--- config.mk ---
export PLATFORM = sky130hd
export DESIGN_NAME = c3n_fifo
export DESIGN_NICKNAME = d
export VERILOG_FILES = /design/src/hw/rtl/c3n_pkg.sv /design/src/hw/rtl/c3n_fifo.sv
export SDC_FILE = /design/constraint.sdc
export NUM_CORES = 1
export LEC_CHECK = 0
export BUFFER_PORTS_ARGS = -buffer_cell sky130_fd_sc_hd__buf_2
export CAP_MARGIN = 20
export CORE_MARGIN = 1.5
export CORE_UTILIZATION = 52
export CTS_CLUSTER_DIAMETER = 150
export CTS_CLUSTER_SIZE = 12
export DETAILED_ROUTE_END_ITERATION = 16
export HOLD_SLACK_MARGIN = 0.05
export PLACE_DENSITY = 0.91
export SLEW_MARGIN = 20
export SYNTH_ARGS = -nofsm -noshare
export SYNTH_HDL_FRONTEND = slang
export SYNTH_SLANG_ARGS = --single-unit
--- constraint.sdc ---
create_clock -name i_clk -period 5.2 [get_ports i_clk]
set_input_delay 1.04 -clock i_clk [delete_from_list [all_inputs] [get_ports i_clk]]
set_output_delay 1.04 -clock i_clk [all_outputs]
set_load 0.1 [all_outputs]
--- src/hw/rtl/c3n_pkg.sv ---
// Shared types, constants and state encodings of the 3x3 RGBA convolution block.
`default_nettype none
package c3n_pkg;

    localparam int MAX_WIDTH_DEF = 1024;
    localparam int ROW_W         = 12;
    localparam int COLQ_W        = 14;
    localparam int ACC_W         = 20;
    localparam int KSUM_W        = 12;
    localparam int KROW_W        = 24;
    localparam int QUEUE_DEPTH   = 2;

    localparam logic [10:0] IMAGE_WIDTH_RST  = 11'd1024;
    localparam logic [11:0] IMAGE_HEIGHT_RST = 12'd1024;
    localparam logic [23:0] KERNEL_TOP_RST   = 24'd0;
    localparam logic [23:0] KERNEL_MID_RST   = 24'd256;
    localparam logic [23:0] KERNEL_BOT_RST   = 24'd0;

    typedef enum logic [2:0] {
        REG_IMAGE_WIDTH   = 3'd0,
        REG_IMAGE_HEIGHT  = 3'd1,
        REG_KERNEL_TOP    = 3'd2,
        REG_KERNEL_MIDDLE = 3'd3,
        REG_KERNEL_BOTTOM = 3'd4
    } t_reg_idx;

    typedef struct packed {
        logic [10:0]              image_width;
        logic [11:0]              image_height;
        logic [2:0][KROW_W-1:0]   kernel_rows;
    } t_cfg;

    typedef struct packed {
        logic [7:0] in_red;
        logic [7:0] in_green;
        logic [7:0] in_blue;
        logic [7:0] in_alpha;
    } t_pix_in;

    typedef struct packed {
        logic [11:0] out_row;
        logic [9:0]  out_col;
        logic [7:0]  out_red;
        logic [7:0]  out_green;
        logic [7:0]  out_blue;
        logic [7:0]  out_alpha;
        logic        last_of_run;
    } t_pix_out;

    // One finished window: raw channel sums, kernel sum and the output span.
    typedef struct packed {
        logic [3:0][ACC_W-1:0] acc;
        logic [KSUM_W-1:0]     ksum;
        logic [ROW_W-1:0]      row_lo;
        logic [ROW_W-1:0]      row_hi;
        logic [COLQ_W-1:0]     col_lo;
        logic [COLQ_W-1:0]     col_hi;
    } t_win;

    typedef enum logic [1:0] {
        F_IDLE,
        F_GATHER,
        F_SEND
    } t_front_state;

    typedef enum logic [1:0] {
        B_IDLE,
        B_DIV,
        B_EMIT
    } t_back_state;

endpackage
`default_nettype wire

--- src/hw/rtl/c3n_fifo.sv ---
// Short queue of finished windows between the front and back ends.
`default_nettype none
module c3n_fifo import c3n_pkg::*; (
    input  wire logic i_clk,
    input  wire logic i_rst_n,
    input  wire logic i_push,
    input  wire t_win i_data,
    output logic      o_full,
    input  wire logic i_pop,
    output t_win      o_data,
    output logic      o_empty
);

    localparam int PW = (QUEUE_DEPTH > 1) ? $clog2(QUEUE_DEPTH) : 1;
    localparam int NW = $clog2(QUEUE_DEPTH + 1);

    t_win          r_slots [QUEUE_DEPTH];
    logic [PW-1:0] r_wr_ptr, r_rd_ptr;
    logic [NW-1:0] r_count;

    function automatic logic [PW-1:0] ptr_inc(input logic [PW-1:0] p);
        return (32'(p) == QUEUE_DEPTH - 1) ? '0 : p + PW'(1);
    endfunction

    assign o_full  = (32'(r_count) == QUEUE_DEPTH);
    assign o_empty = (r_count == '0);
    assign o_data  = r_slots[r_rd_ptr];

    always_ff @(posedge i_clk) begin
        if (i_push && !o_full) r_slots[r_wr_ptr] <= i_data;
    end

    always_ff @(posedge i_clk) begin
        if (!i_rst_n) begin
            r_wr_ptr <= '0;
            r_rd_ptr <= '0;
            r_count  <= '0;
        end else begin
            if (i_push && !o_full) r_wr_ptr <= ptr_inc(r_wr_ptr);
            if (i_pop && !o_empty) r_rd_ptr <= ptr_inc(r_rd_ptr);
            case ({i_push && !o_full, i_pop && !o_empty})
                2'b10:   r_count <= r_count + NW'(1);
                2'b01:   r_count <= r_count - NW'(1);
                default: r_count <= r_count;
            endcase
        end
    end

endmodule
`default_nettype wire

==> impl_metrics.ini <==
[detailed_routing]
wl_per_cell_um = 18.1
postRouteAntennaNets = 0
drt-initial-drc-count = 240
viasPerCell = 5.11
drc = 0
wl_um = 19300
via_count = 5466
firstDrtPassIters = 4

[critical_path]
slowest_delay_ps = 600
required_ps = 4160
r2r_end = r_slots[0][63]
path_class = register to output pin
r2r_cells = 5
r2r_start = r_count[0]
crit_family = buffers and inverters
reg2reg_slack_ps = 2740
end_kind = output pin
critPathLaunchType = register
crit_slowest_cell = buf_4
crit_chain = buf_4 > mux2_2 > buf_2
crit_buf_inv = 2
crit_arrival_ps = 2340
critPathMaxFanout = 56

[timing]
grt_setup_unrepaired = false
holdWs_ps = 503
finalSetupViolations = 0
worst_pin_slew_ps = 930
slew_viol_final = 0
min_period_ps = 3380
hold_viol = 0
tns_ps = 0
finClkSkew_ps = 10.9
fmax_mhz = 296
fin_crit_sh_pct = 64.9
slew_headroom_pct = 38.0

[die]
die_area_um2 = 21300
start_util_pct = 52.7
rows = 52
ios = 294
die_h_um = 146
die_x_um = 146
core_um2 = 20200

[global_routing]
grt_pass1_wl_um = 29200
grt_max_degree = 82
grt_pass1_vias = 5751
grt_use_total_pct = 17.6
antenna_found_initial = 1
gr-total-overflow = 0

[synthesis]
synth_area_leaders = edfxtp_1 (81%), mux2_2 (15%), dfxtp_1 (0.94%), buf_6 (0.64%), buf_2 (0.42%)
synth_nets = 623
synth.top_cell.area_share_pct = 81.4
synth.most_common_cell = edfxtp_1
ys_async_sr_fraction_pct = 0
ys_types = 20
syn_area_per_cell_um2 = 22.4
synthFlopType = edfxtp_1
yosys_warnings = 0
ys_ff_latch = 293
netlist_instances = 474
synth_commonest_cells = edfxtp_1 (288), mux2_2 (144), buf_2 (9)
syn_area_um2 = 10600
yosys.area.top_type = edfxtp_1
synth-edff-count = 288
synth_seq_area_share_pct = 82.3

[clocking]
root_buffer = clkbuf_16
ctsHoldBuffers = 0
cts.sinks = 293
numCtsBuffers = 28
clk_latency_ps = 520
cts_tree = built
post_cts_resized = 0
clock_path_buffers = 3
clkTransAtPathRegs_ps = 60
post_cts.repair.setup_buffers = 0
htreeDepth = 1

[place]
port_buffers = 293
gp_congestion = 0.746
dpl.hpwl_um = 12700
place_area_um2 = 12400
place_inst = 1027

[min_path]
hold_depth = 2
hp-class = register to register
holdPathEnd = r_wr_ptr
hold_start = r_wr_ptr

[layout]
drive_gt1_share_pct = 59.9
regArea_um2 = 8750
syn2layout_area_growth_pct = 24.0
design.final.nets = 936
final_area_um2 = 13200
multi_input_area_um2 = 1750
final_cells = 1069
nFillCells = 1325

[job]
cap_violations = 0

[outcome]
status = finished, final reports clean
per-stage QoR:
step / setup slack, ps / utilization, %
floorplan: 281 / -
global placement: 2220 / 61.5
detailed placement: 2210 / 61.5
CTS: 1810 / 65.3
global route: 1730 / 65.3
finish: 1820 / 65.3
flip-flops by register name (all words and copies together), names as in the netlist, named ones only:
register	count
r_slots	288
r_count	2
r_rd_ptr	1
r_wr_ptr	1
cells in the final DEF (no fill, tap or decap), drive strengths merged:
cell type,netlist,final
buf,16,299
edfxtp,288,288
mux2,144,144
clkbuf,0,40
dfxtp,5,5
inv,3,4
xnor2,3,3
nor2b,2,2
or3,2,2
o21ai,2,2
a21boi,2,2
diode,0,1
o21a,1,1
nor2,1,1
nand2b,1,1
nand2,1,1
and3,1,1
and2,1,1
ha,1,1
worst max path at each step:
| stage | to | slack [ps] | cells past startpoint |
|---|---|---|---|
| 2_1_floorplan | r_slots[1][0] | 280 | 1 |
| 3_3_place_gp | r_slots[0][65] | 2220 | 5 |
| 3_5_place_dp | r_slots[0][63] | 2210 | 5 |
| 4_1_cts | o_data[88] | 1810 | 3 |
| 5_1_grt | o_data[100] | 1730 | 3 |
| 6_report | o_data[88] | 1820 | 3 |
final cells by class:
type	count	area share [%]
flip-flops and latches	293	66.4
multi-input cells	162	13.3
repair buffers	299	11.7
clock buffers	40	5.82
well taps	270	2.56
inverters	3	0.123
clock inverters	1	0.0665
diodes	1	0.0190
tightest hold or removal path, delay by kind of cell, from the launching register on:
kind | cells | cell delay [ps]
AO/OA/AOI/OAI | 2 | 130
flip-flops | 1 | 320
layer usage:
metal  up-vias  routed length (µm)  global-route usage [%]
met2       240                9930                    31.1
met5         -                   0                       0
met1      2672                7180                    20.4
met3        45                1670                    5.14
li1       2509                   -                       -
met4         0                 556                    6.17
cell families (layout without fill, tap and decap cells):
family	after synthesis	after routing	share of synthesized area, %
AOI/OAI and AO/OA	5	5	0.306
xor gates and xnor gates	3	3	0.247
adders and majority gates	1	1	0.118
buffers and inverters	19	343	1.24
DFF	293	293	82.3
muxes	144	144	15.3
other	0	1	0
and+or+nand+nor	9	9	0.506
Power is not shown: default switching activity piles up to over one toggle a cycle in this logic, so the estimate is an artifact.
