$ cat config.mk
export PLATFORM = sky130hd
export DESIGN_NAME = c3n_back
export DESIGN_NICKNAME = d
export VERILOG_FILES = /design/src/hw/rtl/c3n_pkg.sv /design/src/hw/rtl/c3n_back.sv
export SDC_FILE = /design/constraint.sdc
export NUM_CORES = 1
export LEC_CHECK = 0
export ABC_CLOCK_PERIOD_IN_PS = 9400
export BUFFER_PORTS_ARGS = -buffer_cell sky130_fd_sc_hd__buf_2
export CAP_MARGIN = 20
export CORE_ASPECT_RATIO = 1.25
export CORE_MARGIN = 2
export CORE_UTILIZATION = 55
export CTS_CLUSTER_SIZE = 8
export DETAILED_ROUTE_END_ITERATION = 6
export PLACE_DENSITY = 0.86
export REMOVE_ABC_BUFFERS = 1
export SYNTH_ARGS = -nofsm -noshare
export SYNTH_HDL_FRONTEND = slang
export SYNTH_SLANG_ARGS = --single-unit
$ cat constraint.sdc
create_clock -name i_clk -period 9.4 [get_ports i_clk]
set_input_delay 0.94 -clock i_clk [delete_from_list [all_inputs] [get_ports i_clk]]
set_output_delay 0.94 -clock i_clk [all_outputs]
set_load 0.02 [all_outputs]
$ cat src/hw/rtl/c3n_pkg.sv
// Shared types, constants and state encodings of the 3x3 RGBA convolution block.
`default_nettype none
package c3n_pkg;

    localparam int MAX_WIDTH_DEF = 1024;
    localparam int ROW_W         = 12;
    localparam int COLQ_W        = 14;
    localparam int ACC_W         = 20;
    localparam int KSUM_W        = 12;
    localparam int KROW_W        = 24;
    localparam int QUEUE_DEPTH   = 2;

    localparam logic [10:0] IMAGE_WIDTH_RST  = 11'd1024;
    localparam logic [11:0] IMAGE_HEIGHT_RST = 12'd1024;
    localparam logic [23:0] KERNEL_TOP_RST   = 24'd0;
    localparam logic [23:0] KERNEL_MID_RST   = 24'd256;
    localparam logic [23:0] KERNEL_BOT_RST   = 24'd0;

    typedef enum logic [2:0] {
        REG_IMAGE_WIDTH   = 3'd0,
        REG_IMAGE_HEIGHT  = 3'd1,
        REG_KERNEL_TOP    = 3'd2,
        REG_KERNEL_MIDDLE = 3'd3,
        REG_KERNEL_BOTTOM = 3'd4
    } t_reg_idx;

    typedef struct packed {
        logic [10:0]              image_width;
        logic [11:0]              image_height;
        logic [2:0][KROW_W-1:0]   kernel_rows;
    } t_cfg;

    typedef struct packed {
        logic [7:0] in_red;
        logic [7:0] in_green;
        logic [7:0] in_blue;
        logic [7:0] in_alpha;
    } t_pix_in;

    typedef struct packed {
        logic [11:0] out_row;
        logic [9:0]  out_col;
        logic [7:0]  out_red;
        logic [7:0]  out_green;
        logic [7:0]  out_blue;
        logic [7:0]  out_alpha;
        logic        last_of_run;
    } t_pix_out;

    // One finished window: raw channel sums, kernel sum and the output span.
    typedef struct packed {
        logic [3:0][ACC_W-1:0] acc;
        logic [KSUM_W-1:0]     ksum;
        logic [ROW_W-1:0]      row_lo;
        logic [ROW_W-1:0]      row_hi;
        logic [COLQ_W-1:0]     col_lo;
        logic [COLQ_W-1:0]     col_hi;
    } t_win;

    typedef enum logic [1:0] {
        F_IDLE,
        F_GATHER,
        F_SEND
    } t_front_state;

    typedef enum logic [1:0] {
        B_IDLE,
        B_DIV,
        B_EMIT
    } t_back_state;

endpackage
`default_nettype wire

$ cat src/hw/rtl/c3n_back.sv
// Back end: normalize by the kernel sum, clamp, and emit the output span.
`default_nettype none
module c3n_back import c3n_pkg::*; (
    input  wire logic i_clk,
    input  wire logic i_rst_n,
    input  wire logic i_win_empty,
    input  wire t_win i_win,
    output logic      o_win_pop,
    output logic      o_empty,
    output t_pix_out  o_res,
    input  wire logic i_pop
);

    localparam int DW = ACC_W + 1;

    t_back_state r_state, n_state;

    logic [ACC_W-1:0]  r_rem [4];
    logic [7:0]        r_q   [4];
    logic [3:0]        r_div_en;
    logic [DW-1:0]     r_dsh;
    logic [2:0]        r_step;
    logic [ROW_W-1:0]  r_i, r_row_hi;
    logic [COLQ_W-1:0] r_j, r_col_lo, r_col_hi;
    logic              r_out_vld;
    t_pix_out          r_out;

    logic              emit;
    logic              span_end;
    logic signed [KSUM_W-1:0] ks;
    logic [KSUM_W-1:0] kabs;
    logic signed [ACC_W-1:0] a_s [4];
    logic [ACC_W-1:0]  a_abs [4];

    assign span_end = (r_i == r_row_hi) && (r_j == r_col_hi);
    assign ks       = $signed(i_win.ksum);
    assign kabs     = ks[KSUM_W-1] ? KSUM_W'(-ks) : KSUM_W'(ks);

    always_comb begin
        for (int b = 0; b < 4; b++) begin
            a_s[b]   = $signed(i_win.acc[b]);
            a_abs[b] = a_s[b][ACC_W-1] ? ACC_W'(-a_s[b]) : ACC_W'(a_s[b]);
        end
    end

    always_comb begin
        n_state = r_state;
        case (r_state)
            B_IDLE: begin
                if (!i_win_empty) n_state = B_DIV;
            end
            B_DIV: begin
                if (r_step == 3'd0) n_state = B_EMIT;
            end
            B_EMIT: begin
                if (emit && span_end) n_state = B_IDLE;
            end
            default: n_state = B_IDLE;
        endcase
    end

    always_comb begin
        o_win_pop = (r_state == B_IDLE) && !i_win_empty;
        emit      = (r_state == B_EMIT) && (!r_out_vld || i_pop);
    end

    always_ff @(posedge i_clk) begin
        if (!i_rst_n) begin
            r_state   <= B_IDLE;
            r_out_vld <= 1'b0;
        end else begin
            r_state <= n_state;
            if (emit) begin
                r_out_vld <= 1'b1;
            end else if (i_pop) begin
                r_out_vld <= 1'b0;
            end
        end
    end

    always_ff @(posedge i_clk) begin
        if (o_win_pop) begin
            // Classify each channel: pass-through, zero, saturate or divide.
            for (int b = 0; b < 4; b++) begin
                r_rem[b]    <= a_abs[b];
                r_q[b]      <= '0;
                r_div_en[b] <= 1'b0;
                if (ks == '0) begin
                    if (a_s[b][ACC_W-1]) begin
                        r_q[b] <= '0;
                    end else if (a_s[b] > ACC_W'(255)) begin
                        r_q[b] <= 8'd255;
                    end else begin
                        r_q[b] <= a_s[b][7:0];
                    end
                end else if (a_s[b][ACC_W-1] != ks[KSUM_W-1]) begin
                    r_q[b] <= '0;
                end else if (DW'(a_abs[b]) >= (DW'(kabs) << 8)) begin
                    r_q[b] <= 8'd255;
                end else begin
                    r_div_en[b] <= 1'b1;
                end
            end
            r_dsh    <= DW'(kabs) << 7;
            r_step   <= 3'd7;
            r_i      <= i_win.row_lo;
            r_row_hi <= i_win.row_hi;
            r_j      <= i_win.col_lo;
            r_col_lo <= i_win.col_lo;
            r_col_hi <= i_win.col_hi;
        end else if (r_state == B_DIV) begin
            // One restoring quotient bit per cycle for all four channels.
            for (int b = 0; b < 4; b++) begin
                if (r_div_en[b] && (DW'(r_rem[b]) >= r_dsh)) begin
                    r_rem[b]         <= r_rem[b] - r_dsh[ACC_W-1:0];
                    r_q[b][r_step]   <= 1'b1;
                end
            end
            r_dsh  <= r_dsh >> 1;
            r_step <= r_step - 3'd1;
        end else if (emit) begin
            if (r_j == r_col_hi) begin
                r_j <= r_col_lo;
                r_i <= r_i + 12'd1;
            end else begin
                r_j <= r_j + COLQ_W'(1);
            end
        end
    end

    always_ff @(posedge i_clk) begin
        if (emit) begin
            r_out.out_row     <= r_i;
            r_out.out_col     <= r_j[9:0];
            r_out.out_red     <= r_q[0];
            r_out.out_green   <= r_q[1];
            r_out.out_blue    <= r_q[2];
            r_out.out_alpha   <= r_q[3];
            r_out.last_of_run <= span_end;
        end
    end

    assign o_empty = !r_out_vld;
    assign o_res   = r_out;

endmodule
`default_nettype wire

==> results.yml, run 1 <==
synth:
  yosysWarnings: 0
  synth_edf_count: 241
  ys_ff_latch: 262
  yosysTopAreaCell: "edfxtp_1"
  yosys-top-cells-count: "241 x edfxtp_1, 178 x nand2_1, 172 x o21ai_0"
  syn_inst: 1784
  synth_flop_cell: "edfxtp_1"
  synth_area_mm2: 0.0175
  synthMostInstantiatedCell: "edfxtp_1"
  ys_seq_area_frac: 0.437
  synth.area.top_cells: "edfxtp_1 41%, ha_1 9.5%, xnor2_1 5.2%"
  syn_avg_cell_area_um2: 9.81
  synth.top_cell.area_share: 0.413
  synthArstFlopShare: 0
  ys_types: 72
die:
  fp.coreArea_mm2: 0.0316
  die_w_um: 164
  die_h_um: 203
  die_area_mm2: 0.0333
  ios: 205
  initial_core_util: 0.554
  num_rows: 73
layout:
  nNetsFinal: 2282
  layout-drive-gt1-share: 0.151
  syn_to_final_growth_pct: 15.0
  utilization: 0.637
power_and_ir_drop:
  peakVddDrop_mv: 0.150
  p_leak_nw: 7.94
  power_density_mw_per_mm2: 198
route:
  wl_um: 51700
  post_drt_wl_per_cell_um: 21.2
  antenna_left: 0
  remaining_drc_errors: 0
  drt_pass1_iterations: 6
  vias: 15300
  drt_iter0_drc: 2016
  vias_per_cell: 6.26
worst_setup_path:
  r2r_end: "r_rem[0][2]"
  critical_path_required_ns: 9.74
  start_kind: "primary input"
  reg2reg_slack_ns: 5.53
  timing.rr.start: "r_dsh[0]"
  cp.arrival_ns: 4.84
  path_max_fanout: 8
  path_class: "in2reg"
  cp-end-kind: "flop"
  rr_worst_depth: 8
worst_hold_path:
  hp-class: "reg2reg"
  hold_depth: 0
  hold_end: "o_res[20]"
  worstHoldStart: "r_q[1][3]"
global_route:
  use_met2: 0.509
  grt_first_pass_wirelength_um: 78700
  grt_pass1_vias: 14500
  met1_usage: 0.376
  grt.total_usage: 0.305
  busiest_layer: "met2"
  grt_use_met3: 0.0521
  grt_max_degree: 91
  gr-total-overflow: 0
  antenna_found_initial: 1
sta:
  period_needed_ns: 4.50
  setup_tns_ns: 0
  slew_viol_final: 0
  rsz0062_at_grt: "no"
  fin_crit_sh: 0.479
  finalSetupViolations: 0
  fin_skew_ns: 0.0245
  hold_slack_ns: 0.413
  max_slew.worst_pin.slew_ns: 1.04
  maxSlewHeadroom: 0.308
  max_freq_ghz: 0.222
  hold_viol: 0
clocking:
  clk_root_buffer_cell: "clkbuf_16"
  cts.sinks: 262
  clock_latency_ns: 0.53
  cts_tree: "yes"
  cts_buffer_depth: 3
  cts_resized: 0
  cts_max_level: 2
  clk_pin_slew_ns: 0.05
  cts_setup_buffers: 0
  numCtsBuffers: 38
  holdBufCountCts: 0
place:
  place.gp.congestion: 1.00
  io_buffers: 204
  dp_hpwl_um: 36900
job:
  maxCapViolCount: 0
outcome:
  status: "finished, final reports clean"
==> cells in the final DEF, fill, tap and decap left out, types with 10 or more instances in the layout <==
master / Yosys / routed
clkbuf_1: 44 / 28
a21o_1: 28 / 28
a31oi_1: 18 / 17
nor3_1: 38 / 38
buf_4: 0 / 23
clkbuf_16: 0 / 38
nand4_1: 30 / 30
mux2i_1: 16 / 16
nor4_1: 17 / 17
o21a_1: 33 / 33
xor2_1: 76 / 76
inv_1: 66 / 65
xnor2_1: 104 / 104
or3_1: 22 / 21
ha_1: 133 / 133
o31ai_1: 21 / 20
nand2b_1: 32 / 32
o21ai_0: 172 / 172
edfxtp_1: 241 / 241
nor2_1: 142 / 141
o211ai_1: 12 / 12
dfxtp_1: 21 / 21
o31a_1: 10 / 10
nor2b_1: 24 / 24
o41ai_1: 13 / 13
nand2_1: 178 / 178
a21oi_1: 112 / 112
o22ai_1: 20 / 20
nand3_1: 37 / 37
buf_2: 5 / 204
==> routing by layer <==
| metal | vias to the layer above | part of all wire | wire, um |
|---|---|---|---|
| met4 | 0 | 0.065 | 3370 |
| met1 | 7179 | 0.37 | 19100 |
| met2 | 813 | 0.47 | 24200 |
| met3 | 218 | 0.098 | 5060 |
| met5 | - | 0 | 0 |
| li1 | 7061 | - | - |
==> sequential cells by signal, summed over array words and instances (netlist names) <==
name	flops
o_res	55
r_col_hi	14
r_col_lo	14
r_div_en	4
r_dsh	19
r_i	12
r_j	14
r_out_vld	1
r_q	32
r_rem	80
r_row_hi	12
r_state	2
r_step	3
==> worst max-delay path, stage by stage <==
cell and delay [ns]:
buf_2 0.12, inv_1 0.09, ha_1 0.17, nand2b_1 0.12, or3_1 0.37, or3_1 0.40, nand2b_1 0.20, o41ai_1 0.34
xnor2_1 0.15, ha_1 0.29, and4_1 0.23, nand3_1 0.12, nor4_1 0.27, nand3_1 0.12, nor3b_1 0.22, nor4b_1 0.10
nand2b_1 0.27, o21ai_0 0.31
==> cells by family after synthesis <==
| group | Yosys count | share of synthesized area |
|---|---|---|
| AO/OA/AOI/OAI | 490 | 0.176 |
| flip-flops | 262 | 0.437 |
| buffers and inverters | 121 | 0.0263 |
| multiplexers | 23 | 0.0136 |
| adder cells (fa/ha/maj) | 137 | 0.0996 |
| AND/OR/NAND/NOR | 571 | 0.157 |
| XOR/XNOR | 180 | 0.0900 |
==> power by group <==
part,switching [W],internal (W),leakage (nW)
registers,0.0000614,0.00144,2.48
logic,0.000744,0.000462,4.94
clock network,0.000513,0.000769,0.524
==> per-stage QoR <==
stage | worst slack (ns) | total power (W) | cells | instance area (um2)
after detailed placement | 4.52 | 0.00267 | 2369 | 19000
final | 4.90 | 0.00399 | 2440 | 20100
after floorplan | 4.87 | 0.00233 | 1730 | 17300
after CTS | 5.04 | 0.00395 | 2439 | 20100
after global placement | 4.62 | 0.00263 | 2369 | 19000
after global routing | 4.61 | 0.00416 | 2439 | 20100
==> cell type report <==
class	count	area, um2
antenna	1	2.50
clock buffer	67	1070
clock inverter	3	33.8
fill	2571	11500
inverter	67	253
multi-input combinational	1401	9410
sequential	262	7660
tap	412	515
timing repair buffer	227	1190
==> worst max path at each step <==
stage                from     endpoint  slack, ns  depth (start not counted)
2_1_floorplan    r_dsh[2]  r_rem[2][0]       4.87                          9
4_1_cts        i_win[104]    r_q[2][3]       5.04                         18
6_report       i_win[104]    r_q[2][3]       4.90                         18
3_5_place_dp   i_win[129]    r_q[3][4]       4.52                         16
3_3_place_gp   i_win[129]    r_q[3][0]       4.62                         16
5_1_grt        i_win[129]    r_q[3][3]       4.61                         16
No activity file was read; power rests on OpenSTA's default activity.
==> run 2, diff against run 1 <==
- ABC_AREA: not set -> 1
- ABC_CLOCK_PERIOD_IN_PS: 9400 -> 3700
- CORE_UTILIZATION: 55 -> 54
- PLACE_DENSITY: 0.86 -> 0.87
- clock period: 9.4 -> 3.7 ns (I/O delays scaled with it)
==> results.yml, run 2 <==
sta:
  max_freq_ghz: 0.302
  maxSlewHeadroom: 0.407
  fin_skew_ns: 0.0246
  rsz0062_at_grt: "no"
  period_needed_ns: 3.31
  finalSetupViolations: 0
  slew_viol_final: 0
  hold_viol: 0
  max_slew.worst_pin.slew_ns: 0.883
  setup_tns_ns: 0
  fin_crit_sh: 0.894
outcome:
  status: "finished, violations left"
  violations: "DRC"
job:
  maxCapViolCount: 0
clocking:
  cts_buffer_depth: 3
  clock_latency_ns: 0.54
  cts.sinks: 262
  clk_root_buffer_cell: "clkbuf_16"
  clk_pin_slew_ns: 0.05
  cts_setup_buffers: 0
  holdBufCountCts: 0
  cts_max_level: 2
  cts_tree: "yes"
  cts_resized: 0
  numCtsBuffers: 38
worst_setup_path:
  critical_path_required_ns: 3.95
  path_class: "reg2reg"
  cp.arrival_ns: 3.56
  path_max_fanout: 16
  cp-end-kind: "flop"
  start_kind: "flop"
power_and_ir_drop:
  power_switching_w: 0.00379
  p_leak_nw: 9.72
  p_clk_frac: 0.310
  internal_power_w: 0.00685
  p_sw_frac: 0.356
  pwr-share-seq: 0.358
  peakVddDrop_mv: 0.290
  power_density_mw_per_mm2: 498
  comb_power_share: 0.333
die:
  ios: 205
  die_h_um: 211
  num_rows: 75
  initial_core_util: 0.551
  fp.coreArea_mm2: 0.0337
  die_w_um: 170
  die_area_mm2: 0.0359
place:
  io_buffers: 204
  dp_hpwl_um: 45000
  place.gp.congestion: 1.03
global_route:
  antenna_found_initial: 0
  grt_pass1_vias: 16900
  gr-total-overflow: 0
  grt_first_pass_wirelength_um: 89600
  grt_max_degree: 60
  grt.total_usage: 0.324
layout:
  layout_commonest_cell: "nand2_1"
  largest_register: "r_rem"
  syn_to_final_growth_pct: 15.1
  layout-drive-gt1-share: 0.130
  utilization: 0.634
  final_cell_mix: "525 x nand2_1, 249 x inv_1, 241 x edfxtp_1, 212 x o21ai_0, 204 x buf_2"
  n_fill_cell: 2860
  nNetsFinal: 2794
  largest_register_ffs: 80
  diodes: 0
synth:
  synth_edf_count: 241
  synth_area_mm2: 0.0186
  yosysTopAreaCell: "edfxtp_1"
  yosys-top-cells-count: "525 x nand2_1, 250 x inv_1, 241 x edfxtp_1"
  syn_avg_cell_area_um2: 8.19
  synth.area.top_cells: "edfxtp_1 39%, nand2_1 11%, ha_1 9.0%"
  synth.top_cell.area_share: 0.390
  syn_inst: 2267
  synthArstFlopShare: 0
  ys_seq_area_frac: 0.413
  ys_ff_latch: 262
  ys_types: 51
  synth_flop_cell: "edfxtp_1"
  yosysWarnings: 0
  synthMostInstantiatedCell: "nand2_1"
route:
  post_drt_wl_per_cell_um: 19.9
  vias_per_cell: 5.92
  vias: 17500
  antenna_left: 0
  drt_pass1_iterations: 7
  wl_um: 58800
  drt_iter0_drc: 1745
  remaining_drc_errors: 2
worst_hold_path:
  hp-class: "in2reg"
==> run 2: cell types whose count changed in the layout (fill, tap and decap cells not counted), moves of 16 or more <==
| cell | change |
|---|---|
| o21a_1 | -31 |
| nand2b_1 | -32 |
| xor2_1 | +34 |
| nand4_1 | +30 |
| buf_4 | +17 |
| nor2_1 | +57 |
| nor2b_1 | -24 |
| nand3_1 | +78 |
| or3_1 | -21 |
| nand2_1 | +347 |
| inv_1 | +184 |
| o21ai_0 | +40 |
| mux2i_1 | -16 |
| xnor2_1 | -52 |
==> run 2: layout make-up <==
| class | count | area, um2 | area share |
|---|---|---|---|
| clock buffer | 64 | 1080 | 0.0505 |
| clock inverter | 2 | 32.5 | 0.00152 |
| inverter | 255 | 960 | 0.0449 |
| multi-input combinational | 1706 | 9770 | 0.457 |
| sequential | 262 | 7660 | 0.358 |
| tap | 423 | 529 | 0.0248 |
| timing repair buffer | 245 | 1340 | 0.0628 |
==> run 2: worst max-delay path: stages, from the launching register on <==
cell and delay, ns:
edfxtp_1 0.35, inv_1 0.44, ha_1 0.39, a21oi_1 0.22, o21ai_0 0.12, a21oi_1 0.13, nand2_1 0.12, nand2_1 0.10
nand2_1 0.06, nand2_1 0.31, inv_1 0.28, nor3_4 0.17, buf_4 0.23, nand3_1 0.10
==> run 2: path summary, 6_finish.rpt <==
path	from	depth (start not counted)	to	slack, ns
hold / removal	i_win[32]	1	r_row_hi[4]	0.02
setup reg to reg	r_dsh[7]	13	r_q[3][3]	0.39
hold reg to reg	r_q[3][4]	0	o_res[5]	0.42
setup / recovery	r_dsh[7]	13	r_q[3][3]	0.39
==> run 2: cells by family (layout without fill, tap and decap cells) <==
group / Yosys count / count (layout) / share of synthesized area
flip-flops: 262 / 262 / 0.413
XOR/XNOR: 162 / 162 / 0.0764
adder cells (fa/ha/maj): 138 / 138 / 0.0946
buffers and inverters: 299 / 566 / 0.0617
AO/OA/AOI/OAI: 415 / 415 / 0.124
AND/OR/NAND/NOR: 991 / 991 / 0.230
==> run 2: through the flow <==
stage / cell area (um2) / hold slack [ns] / std cells / worst slack, ns / total power, W
CTS: 21400 / 0.00291 / 2957 / 0.453 / 0.0106
global route: 21400 / 0.0126 / 2957 / 0.0674 / 0.0112
detailed placement: 20300 / 0.406 / 2891 / -0.0500 / 0.00729
floorplan: 18400 / 0.400 / 2223 / -1.94 / 0.00622
global placement: 20300 / 0.404 / 2891 / 0.112 / 0.00721
finish: 21400 / 0.0220 / 2957 / 0.394 / 0.0106
==> run 2: per-layer routing <==
metal / global-route usage / share of wire / vias up
met5: 0 / 0 / -
met3: 0.0595 / 0.094 / 241
met1: 0.383 / 0.37 / 8023
li1: - / - / 8240
met4: 0.205 / 0.074 / 0
met2: 0.545 / 0.46 / 995
==> run 2: power groups by stage <==
stage | Combinational, W | Sequential (W) | Clock [W]
floorplan | 0.00241 | 0.00381 | 0
global placement | 0.00337 | 0.00384 | 0
detailed placement | 0.00343 | 0.00386 | 0
CTS | 0.00347 | 0.00381 | 0.00331
global route | 0.00391 | 0.00383 | 0.00343
finish | 0.00354 | 0.00381 | 0.00330
==> run 3, diff against run 2 <==
--- a/config.mk
+++ b/config.mk
@@ -17,4 +17,5 @@
 export PLACE_DENSITY = 0.87
 export REMOVE_ABC_BUFFERS = 1
+export SKIP_CTS_REPAIR_TIMING = 1
 export SYNTH_ARGS = -nofsm -noshare
 export SYNTH_HDL_FRONTEND = slang
==> constraint.sdc (replaced) <==
create_clock -name i_clk -period 3.7 [get_ports i_clk]
set_input_delay 0.74 -clock i_clk [delete_from_list [all_inputs] [get_ports i_clk]]
set_output_delay 0.74 -clock i_clk [all_outputs]
set_load 0.02 [all_outputs]
==> results.yml, run 3 (synthesized netlist as in run 2, its figures left out) <==
worst_setup_path:
  cpMostUsedCell: "nand3_1"
  cp.arrival_ns: 3.88
  critical_path_required_ns: 4.09
  cp-end-kind: "flop"
  start_kind: "primary input"
  cp_cell_sequence: "buf_2 -> nor3_1 -> nand3_1 -> nor3_2 -> nand3_1 -> or4_1 -> buf_4 -> ha_1 -> nand2_1 -> inv_1 -> nand3_1 -> nor3_1 -> nand3_1 -> nor3_1 -> nand3b_1 -> nand2_1 -> nand2_1 -> nand3_1"
  path_max_fanout: 8
  crit_slowest_cell: "or4_1"
  max_stage_delay_ns: 0.52
  path_class: "in2reg"
layout:
  nNetsFinal: 2859
  layout-drive-gt1-share: 0.152
  stdcell_count: 3022
  largest_register: "r_rem"
  largest_register_ffs: 80
  syn_to_final_growth_pct: 17.8
  n_fill_cell: 2709
  diodes: 0
  final_cell_mix: "525 x nand2_1, 249 x inv_1, 241 x edfxtp_1, 212 x o21ai_0, 204 x buf_2"
  layout_commonest_cell: "nand2_1"
global_route:
  grt_max_degree: 99
  grt_pass1_vias: 17300
  grt_use_met3: 0.0555
  gr-total-overflow: 0
  busiest_layer: "met2"
  grt_first_pass_wirelength_um: 90800
  antenna_found_initial: 0
  met1_usage: 0.394
  use_met2: 0.540
  grt.total_usage: 0.328
die:
  initial_core_util: 0.551
  die_w_um: 170
  die_area_mm2: 0.0359
  die_h_um: 211
  fp.coreArea_mm2: 0.0337
  num_rows: 75
  ios: 205
sta:
  period_needed_ns: 3.49
  fin_crit_sh: 0.944
  max_freq_ghz: 0.286
  fin_skew_ns: 0.0318
  setup_tns_ns: 0
  hold_viol: 0
  max_slew.worst_pin.slew_ns: 0.837
  hold_slack_ns: 0.374
  slew_viol_final: 0
  finalSetupViolations: 0
  setup_slack_ns: 0.209
  maxSlewHeadroom: 0.438
clocking:
  cts_buffer_depth: 3
  clk_root_buffer_cell: "clkbuf_16"
  clk_pin_slew_ns: 0.05
  cts_max_level: 2
  cts_tree: "yes"
  cts.sinks: 262
  numCtsBuffers: 38
  clock_latency_ns: 0.56
route:
  vias_per_cell: 5.90
  antenna_left: 0
  vias: 17800
  drt_pass1_iterations: 7
  post_drt_wl_per_cell_um: 19.7
  drt_iter0_drc: 1916
  wl_um: 59500
  remaining_drc_errors: 0
place:
  io_buffers: 204
  dp.cells: 2956
  dp_slack_ns: -0.326
  place.gp.congestion: 1.02
  dp_hpwl_um: 46000
power_and_ir_drop:
  power_density_mw_per_mm2: 489
  peakVddDrop_mv: 0.283
  p_total_w: 0.0107
  p_leak_nw: 10.0
job:
  maxCapViolCount: 0
worst_hold_path:
  hp-class: "in2reg"
outcome:
  status: "finished, final reports clean"
-- run 3: cell count changes in the layout (fill, tap and decap cells not counted), sizes merged --
| cell | previous run | this run |
|---|---|---|
| buf | 245 | 310 |
| clkinv | 3 | 4 |
| clkbuf | 64 | 63 |
-- run 3: final cells by class --
type	count	area [um2]	area share
multi-input cells	1706	9780	0.447
well taps	423	529	0.0242
flip-flops and latches	262	7660	0.350
clock buffers	63	1040	0.0478
inverters	255	960	0.0439
repair buffers	310	1840	0.0842
clock inverters	3	62.6	0.00286
-- run 3: worst max-delay path, delay by kind of cell --
kind	cells	cell delay [ns]
AND/OR/NAND/NOR	14	2.41
buffers and inverters	3	0.42
adder cells (fa/ha/maj)	1	0.29
-- run 3: stage by stage --
step | cell area, um2 | utilization
2_1_floorplan | 18400 | -
5_1_grt | 21900 | 0.649
6_report | 21900 | 0.649
3_3_place_gp | 20800 | 0.616
4_1_cts | 21900 | 0.649
3_5_place_dp | 20800 | 0.616
-- run 3: path summary, 6_finish.rpt --
path	from	to	slack, ns	cells past startpoint
setup / recovery	i_win[52]	r_q[3][6]	0.21	18
hold / removal	i_win[4]	r_col_hi[4]	0.37	1
setup reg to reg	r_dsh[7]	r_q[3][6]	0.41	13
hold reg to reg	r_q[3][7]	o_res[8]	0.42	0
-- run 3: report_power, final --
group          switching, W  internal [W]
combinational       0.00235       0.00128
sequential         0.000153       0.00366
clock               0.00133       0.00193
total               0.00383       0.00687
-- run 3: layer usage --
layer / wire [um] / vias up
li1: - / 8375
met1: 21800 / 8096
met2: 27100 / 1099
met3: 5930 / 273
met4: 4670 / 0
met5: 0 / -
